### src/design/ctcgd_pkg.sv
// ----------------------------------------------------------------------------
// ctcgd_pkg - shared types and constants of the greedy CTC decoder
// Result kinds, header token count, batch depth and the blank field width.
// ----------------------------------------------------------------------------
package ctcgd_pkg;

  // Width of the blank register, fixed by the register map
  localparam int unsigned BlankBits = 15;

  // Number of leading tokens of an utterance reported as header tokens
  localparam int unsigned HeaderTokens = 4;

  // Most results that one item can give rise to
  localparam int unsigned BatchDepth = 5;

  typedef enum logic [1:0] {
    KIND_HEADER = 2'd0,
    KIND_TEXT   = 2'd1,
    KIND_STAMP  = 2'd2,
    KIND_DONE   = 2'd3
  } kind_e;

endpackage

### src/design/ctcgd_in_if.sv
// ----------------------------------------------------------------------------
// ctcgd_in_if - class score channel
// One class score per item, with frame and utterance end flags.
// ----------------------------------------------------------------------------
interface ctcgd_in_if #(
  parameter int unsigned SCORE_BITS = 16
);
  logic                  valid;
  logic                  ready;
  logic [SCORE_BITS-1:0] logit;
  logic                  frame_end;
  logic                  utterance_end;

  modport source (output valid, output logit, output frame_end, output utterance_end,
                  input ready);
  modport sink   (input valid, input logit, input frame_end, input utterance_end,
                  output ready);
endinterface

### src/design/ctcgd_out_if.sv
// ----------------------------------------------------------------------------
// ctcgd_out_if - decoder result channel
// One result per item: kind, token, frame stamp and last flag.
// ----------------------------------------------------------------------------
interface ctcgd_out_if #(
  parameter int unsigned TOKEN_BITS = 15,
  parameter int unsigned FRAME_BITS = 16
);
  logic                  valid;
  logic                  ready;
  logic [1:0]            kind;
  logic [TOKEN_BITS-1:0] token_id;
  logic [FRAME_BITS-1:0] frame_index;
  logic                  last;

  modport source (output valid, output kind, output token_id, output frame_index,
                  output last, input ready);
  modport sink   (input valid, input kind, input token_id, input frame_index,
                  input last, output ready);
endinterface

### src/design/ctcgd_cfg_if.sv
// ----------------------------------------------------------------------------
// ctcgd_cfg_if - configuration write channel
// Carries the blank token register value.
// ----------------------------------------------------------------------------
interface ctcgd_cfg_if;
  logic                               valid;
  logic                               ready;
  logic [ctcgd_pkg::BlankBits-1:0]    blank_token;

  modport source (output valid, output blank_token, input ready);
  modport sink   (input valid, input blank_token, output ready);
endinterface

### src/design/ctc_greedy_decoder.sv
// ----------------------------------------------------------------------------
// ctc_greedy_decoder - streaming greedy CTC decoder
// Running per-frame argmax, CTC collapse, header/text tokens and frame stamps.
// ----------------------------------------------------------------------------
// Usage:
//   in_i  : class scores, one per item, frame after frame. frame_end marks the
//           last score of a frame; utterance_end with frame_end closes the
//           utterance.
//   out_o : results (header token, text token, time stamp, done), each with
//           last set on the final result caused by one input item.
//   cfg_i : blank token register, always ready; write only while idle.
// Timing: an item is taken in every cycle while no results are pending. A
//   frame end builds its whole batch (up to five results) in the accept cycle;
//   the batch is registered in the slot registers, and each result is then
//   popped into the output register and shown on out_o, one per cycle while
//   the receiver is ready. The next item is accepted in the cycle the last
//   pending result moves into the output register, so the drain rate of the
//   output register sets the input rate after a frame end.
// Reset: argmax, frame counter, span and header state cleared, blank = 0, no
//   results pending. A stalled receiver holds out_o; while results are
//   pending, in_i ready stays low until the batch drains.
// ----------------------------------------------------------------------------
module ctc_greedy_decoder #(
  parameter int unsigned TOKEN_BITS = 15,
  parameter int unsigned SCORE_BITS = 16,
  parameter int unsigned FRAME_BITS = 16
) (
  input  logic        clk_i,
  input  logic        rst_ni,
  ctcgd_in_if.sink    in_i,
  ctcgd_out_if.source out_o,
  ctcgd_cfg_if.sink   cfg_i
);

  localparam int unsigned BlankW = ctcgd_pkg::BlankBits;
  localparam int unsigned CmpW   = (TOKEN_BITS > BlankW) ? TOKEN_BITS : BlankW;
  localparam int unsigned Depth  = ctcgd_pkg::BatchDepth;
  localparam int unsigned CntW   = $clog2(Depth + 1);

  typedef struct packed {
    ctcgd_pkg::kind_e      kind;
    logic [TOKEN_BITS-1:0] tok;
    logic [FRAME_BITS-1:0] frame;
  } slot_t;

  localparam logic [SCORE_BITS-1:0] ScoreMin = {1'b1, {(SCORE_BITS-1){1'b0}}};

  // ---------------- configuration ----------------
  logic [BlankW-1:0] blank_q;

  assign cfg_i.ready = 1'b1;

  always_ff @(posedge clk_i or negedge rst_ni) begin
    if (!rst_ni) begin
      blank_q <= '0;
    end else if (cfg_i.valid) begin
      blank_q <= cfg_i.blank_token;
    end
  end

  // ---------------- decoder state ----------------
  logic [SCORE_BITS-1:0] best_score_q, best_score_d;
  logic [TOKEN_BITS-1:0] best_idx_q, best_idx_d;
  logic [TOKEN_BITS-1:0] class_q, class_d;
  logic [TOKEN_BITS-1:0] prev_tok_q, prev_tok_d;
  logic                  prev_vld_q, prev_vld_d;
  logic                  span_q, span_d;
  logic [2:0]            hdr_cnt_q, hdr_cnt_d;
  logic [FRAME_BITS-1:0] frame_q, frame_d;

  // ---------------- result batch and output register ----------------
  slot_t                 slot_q [Depth];
  slot_t                 slot_d [Depth];
  logic [CntW-1:0]       rem_q, rem_d;
  logic                  out_vld_q, out_vld_d;
  slot_t                 out_q;
  logic                  out_last_q;

  logic                  acc;
  logic                  pop;
  logic                  gt;
  logic [TOKEN_BITS-1:0] y;
  logic                  is_blank;
  logic                  is_new;
  logic                  hdr_full;
  logic                  close_span;
  logic                  span_after;
  logic [2:0]            hdr_after;
  logic                  cand_vld [Depth];
  slot_t                 cand     [Depth];
  slot_t                 batch    [Depth];
  logic [CntW-1:0]       batch_n;

  // Pop the batch head into the output register when that register is free
  assign pop         = (rem_q != '0) && (!out_vld_q || out_o.ready);
  // Take an item once the batch is empty, or is being emptied this cycle
  assign in_i.ready  = (rem_q == '0) || ((rem_q == CntW'(1)) && pop);
  assign acc         = in_i.valid && in_i.ready;

  // Running argmax: strict greater, so a tie keeps the lower index
  assign gt = $signed(in_i.logit) > $signed(best_score_q);
  assign y  = gt ? class_q : best_idx_q;

  // Blank compared at full width: a blank beyond the token range never hits
  assign is_blank   = (CmpW'(y) == CmpW'(blank_q));
  assign is_new     = !is_blank && (!prev_vld_q || (y != prev_tok_q));
  assign hdr_full   = (hdr_cnt_q >= 3'(ctcgd_pkg::HeaderTokens));
  assign close_span = span_q && (is_blank || is_new);

  always_comb begin
    span_after = span_q;
    if (close_span) begin
      span_after = 1'b0;
    end
    if (is_new && hdr_full) begin
      span_after = 1'b1;
    end
    hdr_after = hdr_cnt_q;
    if (is_new && !hdr_full) begin
      hdr_after = hdr_cnt_q + 3'd1;
    end
  end

  // Candidate results of a frame end, in delivery order
  always_comb begin
    for (int i = 0; i < Depth; i++) begin
      cand[i].kind  = ctcgd_pkg::KIND_STAMP;
      cand[i].tok   = '0;
      cand[i].frame = frame_q;
    end
    cand[1].kind = hdr_full ? ctcgd_pkg::KIND_TEXT : ctcgd_pkg::KIND_HEADER;
    cand[1].tok  = y;
    cand[4].kind = ctcgd_pkg::KIND_DONE;

    cand_vld[0] = close_span;                             // end stamp of old span
    cand_vld[1] = is_new;                                 // header or text token
    cand_vld[2] = is_new && hdr_full;                     // start stamp
    cand_vld[3] = in_i.utterance_end && span_after;       // closing end stamp
    cand_vld[4] = in_i.utterance_end;                     // done marker
  end

  // Pack the valid candidates to the front of the batch
  always_comb begin
    batch_n = '0;
    for (int i = 0; i < Depth; i++) begin
      batch[i] = cand[Depth-1];
    end
    for (int i = 0; i < Depth; i++) begin
      if (cand_vld[i]) begin
        batch[batch_n[$clog2(Depth)-1:0]] = cand[i];
        batch_n = batch_n + CntW'(1);
      end
    end
  end

  // Next state of the decoder
  always_comb begin
    best_score_d = best_score_q;
    best_idx_d   = best_idx_q;
    class_d      = class_q;
    prev_tok_d   = prev_tok_q;
    prev_vld_d   = prev_vld_q;
    span_d       = span_q;
    hdr_cnt_d    = hdr_cnt_q;
    frame_d      = frame_q;
    if (acc) begin
      if (!in_i.frame_end) begin
        if (gt) begin
          best_score_d = in_i.logit;
        end
        best_idx_d = y;
        class_d    = TOKEN_BITS'(class_q + 1'b1);
      end else begin
        best_score_d = ScoreMin;
        best_idx_d   = '0;
        class_d      = '0;
        if (in_i.utterance_end) begin
          prev_tok_d = '0;
          prev_vld_d = 1'b0;
          span_d     = 1'b0;
          hdr_cnt_d  = '0;
          frame_d    = '0;
        end else begin
          prev_tok_d = y;
          prev_vld_d = 1'b1;
          span_d     = span_after;
          hdr_cnt_d  = hdr_after;
          frame_d    = FRAME_BITS'(frame_q + 1'b1);
        end
      end
    end
  end

  // Batch: load on a frame end, else shift down on pop
  always_comb begin
    rem_d = rem_q;
    for (int i = 0; i < Depth; i++) begin
      slot_d[i] = slot_q[i];
    end
    if (acc && in_i.frame_end) begin
      rem_d = batch_n;
      for (int i = 0; i < Depth; i++) begin
        slot_d[i] = batch[i];
      end
    end else if (pop) begin
      rem_d = rem_q - CntW'(1);
      for (int i = 0; i < Depth - 1; i++) begin
        slot_d[i] = slot_q[i+1];
      end
    end
  end

  always_comb begin
    out_vld_d = out_vld_q;
    if (pop) begin
      out_vld_d = 1'b1;
    end else if (out_o.ready) begin
      out_vld_d = 1'b0;
    end
  end

  always_ff @(posedge clk_i or negedge rst_ni) begin
    if (!rst_ni) begin
      best_score_q <= ScoreMin;
      best_idx_q   <= '0;
      class_q      <= '0;
      prev_tok_q   <= '0;
      prev_vld_q   <= 1'b0;
      span_q       <= 1'b0;
      hdr_cnt_q    <= '0;
      frame_q      <= '0;
      rem_q        <= '0;
      out_vld_q    <= 1'b0;
    end else begin
      best_score_q <= best_score_d;
      best_idx_q   <= best_idx_d;
      class_q      <= class_d;
      prev_tok_q   <= prev_tok_d;
      prev_vld_q   <= prev_vld_d;
      span_q       <= span_d;
      hdr_cnt_q    <= hdr_cnt_d;
      frame_q      <= frame_d;
      rem_q        <= rem_d;
      out_vld_q    <= out_vld_d;
    end
  end

  // Payload registers, no reset
  always_ff @(posedge clk_i) begin
    for (int i = 0; i < Depth; i++) begin
      slot_q[i] <= slot_d[i];
    end
    if (pop) begin
      out_q      <= slot_q[0];
      out_last_q <= (rem_q == CntW'(1));
    end
  end

  assign out_o.valid       = out_vld_q;
  assign out_o.kind        = out_q.kind;
  assign out_o.token_id    = out_q.tok;
  assign out_o.frame_index = out_q.frame;
  assign out_o.last        = out_last_q;

endmodule
### src/flat_wrapper.sv
// flat-port wrapper written by rule: the top's interface ports become plain ports
module ctc_greedy_decoder_flat 
#(
  parameter int unsigned TOKEN_BITS = 15,
  parameter int unsigned SCORE_BITS = 16,
  parameter int unsigned FRAME_BITS = 16
)
  (clk_i, rst_ni, in_i_valid, in_i_logit, in_i_frame_end, in_i_utterance_end, in_i_ready, out_o_valid, out_o_kind, out_o_token_id, out_o_frame_index, out_o_last, out_o_ready, cfg_i_valid, cfg_i_blank_token, cfg_i_ready);
  ctcgd_in_if #(.SCORE_BITS(SCORE_BITS)) in_i_i ();
  ctcgd_out_if #(.TOKEN_BITS(TOKEN_BITS), .FRAME_BITS(FRAME_BITS)) out_o_i ();
  ctcgd_cfg_if cfg_i_i ();
  input  logic clk_i;
  input  logic rst_ni;
  input wire logic [$bits(in_i_i.valid)-1:0] in_i_valid;
  input wire logic [$bits(in_i_i.logit)-1:0] in_i_logit;
  input wire logic [$bits(in_i_i.frame_end)-1:0] in_i_frame_end;
  input wire logic [$bits(in_i_i.utterance_end)-1:0] in_i_utterance_end;
  output wire logic [$bits(in_i_i.ready)-1:0] in_i_ready;
  output wire logic [$bits(out_o_i.valid)-1:0] out_o_valid;
  output wire logic [$bits(out_o_i.kind)-1:0] out_o_kind;
  output wire logic [$bits(out_o_i.token_id)-1:0] out_o_token_id;
  output wire logic [$bits(out_o_i.frame_index)-1:0] out_o_frame_index;
  output wire logic [$bits(out_o_i.last)-1:0] out_o_last;
  input wire logic [$bits(out_o_i.ready)-1:0] out_o_ready;
  input wire logic [$bits(cfg_i_i.valid)-1:0] cfg_i_valid;
  input wire logic [$bits(cfg_i_i.blank_token)-1:0] cfg_i_blank_token;
  output wire logic [$bits(cfg_i_i.ready)-1:0] cfg_i_ready;
  assign in_i_i.valid = in_i_valid;
  assign in_i_i.logit = in_i_logit;
  assign in_i_i.frame_end = in_i_frame_end;
  assign in_i_i.utterance_end = in_i_utterance_end;
  assign in_i_ready = in_i_i.ready;
  assign out_o_valid = out_o_i.valid;
  assign out_o_kind = out_o_i.kind;
  assign out_o_token_id = out_o_i.token_id;
  assign out_o_frame_index = out_o_i.frame_index;
  assign out_o_last = out_o_i.last;
  assign out_o_i.ready = out_o_ready;
  assign cfg_i_i.valid = cfg_i_valid;
  assign cfg_i_i.blank_token = cfg_i_blank_token;
  assign cfg_i_ready = cfg_i_i.ready;
  ctc_greedy_decoder #(.TOKEN_BITS(TOKEN_BITS), .SCORE_BITS(SCORE_BITS), .FRAME_BITS(FRAME_BITS)) u_core (.clk_i(clk_i), .rst_ni(rst_ni), .in_i(in_i_i), .out_o(out_o_i), .cfg_i(cfg_i_i));
endmodule
### config.mk
export PLATFORM = sky130hd
export DESIGN_NAME = ctc_greedy_decoder_flat
export DESIGN_NICKNAME = d
export VERILOG_FILES = /design/src/design/ctcgd_pkg.sv /design/src/design/ctcgd_in_if.sv /design/src/design/ctcgd_out_if.sv /design/src/design/ctcgd_cfg_if.sv /design/src/design/ctc_greedy_decoder.sv /design/src/flat_wrapper.sv
export SDC_FILE = /design/constraint.sdc
export NUM_CORES = 1
export LEC_CHECK = 0
export BUFFER_PORTS_ARGS = -buffer_cell sky130_fd_sc_hd__buf_4
export CAP_MARGIN = 20
export CORE_ASPECT_RATIO = 0.75
export CORE_UTILIZATION = 54
export CTS_CLUSTER_SIZE = 10
export DETAILED_ROUTE_END_ITERATION = 12
export GPL_TIMING_DRIVEN = 0
export HOLD_SLACK_MARGIN = 0.12
export PLACE_DENSITY_LB_ADDON = 0.25
export SETUP_SLACK_MARGIN = 0.4
export SYNTH_ARGS = -nofsm -noshare
export SYNTH_HDL_FRONTEND = slang
export SYNTH_SLANG_ARGS = --single-unit
### constraint.sdc
create_clock -name clk_i -period 11.3 [get_ports clk_i]
set_input_delay 1.695 -clock clk_i [delete_from_list [all_inputs] [get_ports clk_i]]
set_output_delay 1.695 -clock clk_i [all_outputs]
set_load 0.03 [all_outputs]
==> flow_metrics.tcl <==
set metrics [dict create \
    dr.pass1.iters 5 \
    grt_max_degree 70 \
    numCtsBuffers 29 \
    netlist_instances 1039 \
    clk_pin_slew_ps 60 \
    cp.required_ps 11550 \
    die-width_um 171 \
    hold_path.class "flop to flop" \
    maxSlewHeadroom_pct 33.4 \
    hold_depth 0 \
    grt_pass1_wl_mm 41.9 \
    stdcell_count 1449 \
    ys_top_cells_by_count "233 x nand2_1, 151 x edfxtp_1, 100 x dfrtp_1" \
    yosys.area.top_type "edfxtp_1" \
    fp.coreArea_um2 20600 \
    yosysSeqAreaShare_pct 61.3 \
    htreeDepth 1 \
    setup_violations 0 \
    final_util_pct 64.9 \
    fp.dieH_um 129 \
    yosys_register_bits 252 \
    cts_buffer_depth 3 \
    synth.avg_cell_area_um2 11.1 \
    cts_sinks 252 \
    critPathKind "input pin to flop" \
    cts_setup_buffers 0 \
    skew_ps 13.3 \
    hold_viol_final 0 \
    cts_tree "yes" \
    tightest_slew_ps 990 \
    synthFlopType "edfxtp_1" \
    grtUsageTotal_pct 24.7 \
    cts-root-buf "clkbuf_16" \
    start_util_pct 56.1 \
    synth.most_common_cell "nand2_1" \
    cts_resized 0 \
    first_global_vias 7789 \
    synth_edf_count 151 \
    reg2regPathDepth 26 \
    io_buffers 72 \
    synth_top_area_share_pct 39.3 \
    gp_congestion 0.923 \
    post-dp-hpwl_mm 18.2 \
    synth_area_leaders "edfxtp_1 39%, dfrtp_1 22%, nand2_1 7.6%" \
    finalCriticalPeriod_ps 8240 \
    drtIter0Drc 782 \
    powerDensity_nw_per_um2 274 \
    antenna_found_initial 0 \
    synthDistinctLibCells 69 \
    finish.net_count 1211 \
    status "complete, no violations" \
    synth-async-reset-ratio_pct 40.1 \
    drv_slew 0 \
    critPathArrivalTime_ps 8490 \
    drive_above_1_share_pct 12.5 \
    endpoint_kind "flop" \
    irDropWorstVdd_mv 0.151 \
    period_share_pct 72.9 \
    p_leak_uw 0.00560 \
    rsz0062_at_grt "no" \
    worstSkewPairLatency_ps 540 \
    crit_path_max_fanout 10 \
    wl_per_cell_um 18.0 \
    finalSetupTns_ps 0 \
    drc 0 \
    max_freq_ghz 0.121 \
    antenna_cells 0 \
    ant_nets 0 \
    row_count 45 \
    avgViaCountPerCell 5.69 \
    num_io_pins 75 \
    die_area_um2 21900 \
    place_inst 1396 \
    overflow 0 \
    start_kind "input pin" \
    ys_warn_count 0 \
    wirelength_mm 26.1 \
    syn2layout_area_growth_pct 15.7 \
    synth_fp_nets 1104 \
    syn_area_um2 11500 \
    vias 8238 \
    ctsHoldBuffers 0 \
    drv_cap 0 \
]
-- area by class of cell --
| type | count | area [µm²] |
|---|---|---|
| Buffer | 51 | 208 |
| Clock buffer | 50 | 805 |
| Clock inverter | 2 | 17.5 |
| Fill cell | 1593 | 7210 |
| Inverter | 57 | 214 |
| Multi-Input combinational cell | 679 | 4050 |
| Sequential cell | 252 | 7060 |
| Tap cell | 282 | 353 |
| Timing Repair Buffer | 76 | 628 |
-- kinds of logic after synthesis --
family | after synthesis | synth area share [%]
flip-flops | 252 | 61.3
adder cells (fa/ha/maj) | 27 | 2.93
AO/OA/AOI/OAI | 194 | 11.1
other | 1 | 0.0325
buffers and inverters | 108 | 3.65
AND/OR/NAND/NOR | 380 | 14.6
multiplexers | 28 | 2.58
XOR/XNOR | 49 | 3.79
-- metrics by stage --
| step | setup slack (ps) | hold WS [ps] | cell area (µm²) | total power, µW |
|---|---|---|---|---|
| 3_3_place_gp | 2700 | 400 | 12400 | 2790 |
| 2_1_floorplan | 4190 | 400 | 11500 | 2430 |
| 3_5_place_dp | 2670 | 405 | 12500 | 2820 |
| 5_1_grt | 2620 | 422 | 13300 | 3870 |
| 6_report | 3060 | 416 | 13300 | 3660 |
| 4_1_cts | 3190 | 417 | 13300 | 3660 |
-- cell usage in the layout, fill, tap and decap left out, types with 4 or more instances in the layout --
cell	instances
a21oi_1	30
a22o_1	15
a22oi_1	4
a31oi_1	7
and3_1	9
buf_1	5
buf_2	4
buf_4	75
clkbuf_1	60
clkbuf_16	29
dfrtp_1	100
edfxtp_1	151
ha_1	27
inv_1	56
mux2_2	14
mux2i_1	14
nand2_1	232
nand3_1	12
nand4_1	14
nor2_1	53
nor3_1	17
nor4_1	9
nor4b_1	4
o21ai_0	58
o21ai_1	11
o221ai_1	5
o22a_1	4
o22ai_1	23
or3_1	5
xnor2_1	34
xor2_1	14
-- power breakdown --
part | internal [µW] | leakage [µW] | total, µW | switching [µW]
registers | 1390 | 0.00282 | 1530 | 140
logic | 461 | 0.00239 | 1310 | 845
clock network | 478 | 0.000391 | 826 | 347
-- registers in the layout, summed over array words and instances (netlist names) --
name	flops
u_core.best_idx_q	15
u_core.best_score_q	16
u_core.blank_q	15
u_core.class_q	15
u_core.frame_q	16
u_core.hdr_cnt_q	3
u_core.out_o.frame_index	16
u_core.out_o.kind	2
u_core.out_o.last	1
u_core.out_o.token_id	15
u_core.out_o.valid	1
u_core.prev_tok_q	15
u_core.prev_vld_q	1
u_core.rem_q	3
u_core.slot_q	117
u_core.span_q	1
-- routing by layer --
metal,vias to the layer above,share of wire [%],GRT usage [%]
met5,-,0,0
met4,0,1.1,4.98
met3,29,8.8,4.77
met2,325,41,34.3
met1,3970,49,39.8
li1,3914,-,-
-- worst paths after layout --
kind                                         start                  endpoint  slack [ps]
max reg2reg                u_core.best_score_q[15]      u_core.slot_q[0][22]        3830
min reg2reg                   u_core.slot_q[0][20]  u_core.out_o.token_id[4]         420
max in group asynchronous                   rst_ni   u_core.best_score_q[15]        9470
max                                  in_i_logit[6]      u_core.slot_q[0][22]        3060
min                           u_core.slot_q[0][20]  u_core.out_o.token_id[4]         420
min in group asynchronous                   rst_ni        u_core.frame_q[11]        1120
-- critical path: stages --
cell	delay, ps
buf_4	110
ha_1	310
a41o_1	180
a21oi_1	50
nor4_1	670
nor4_2	210
nor3_4	490
mux2i_1	720
o22a_1	300
nand4_2	250
clkbuf_1	330
nor2b_1	150
nand2b_1	160
ha_1	160
clkbuf_1	290
nand2_1	130
o21ai_0	190
nor2_1	90
ha_1	290
nand2_1	90
o21ai_0	100
a21o_1	200
a31o_2	320
o41ai_4	610
buf_4	270
o21ai_1	100
Note: power is estimated with default switching activity, not from simulation.
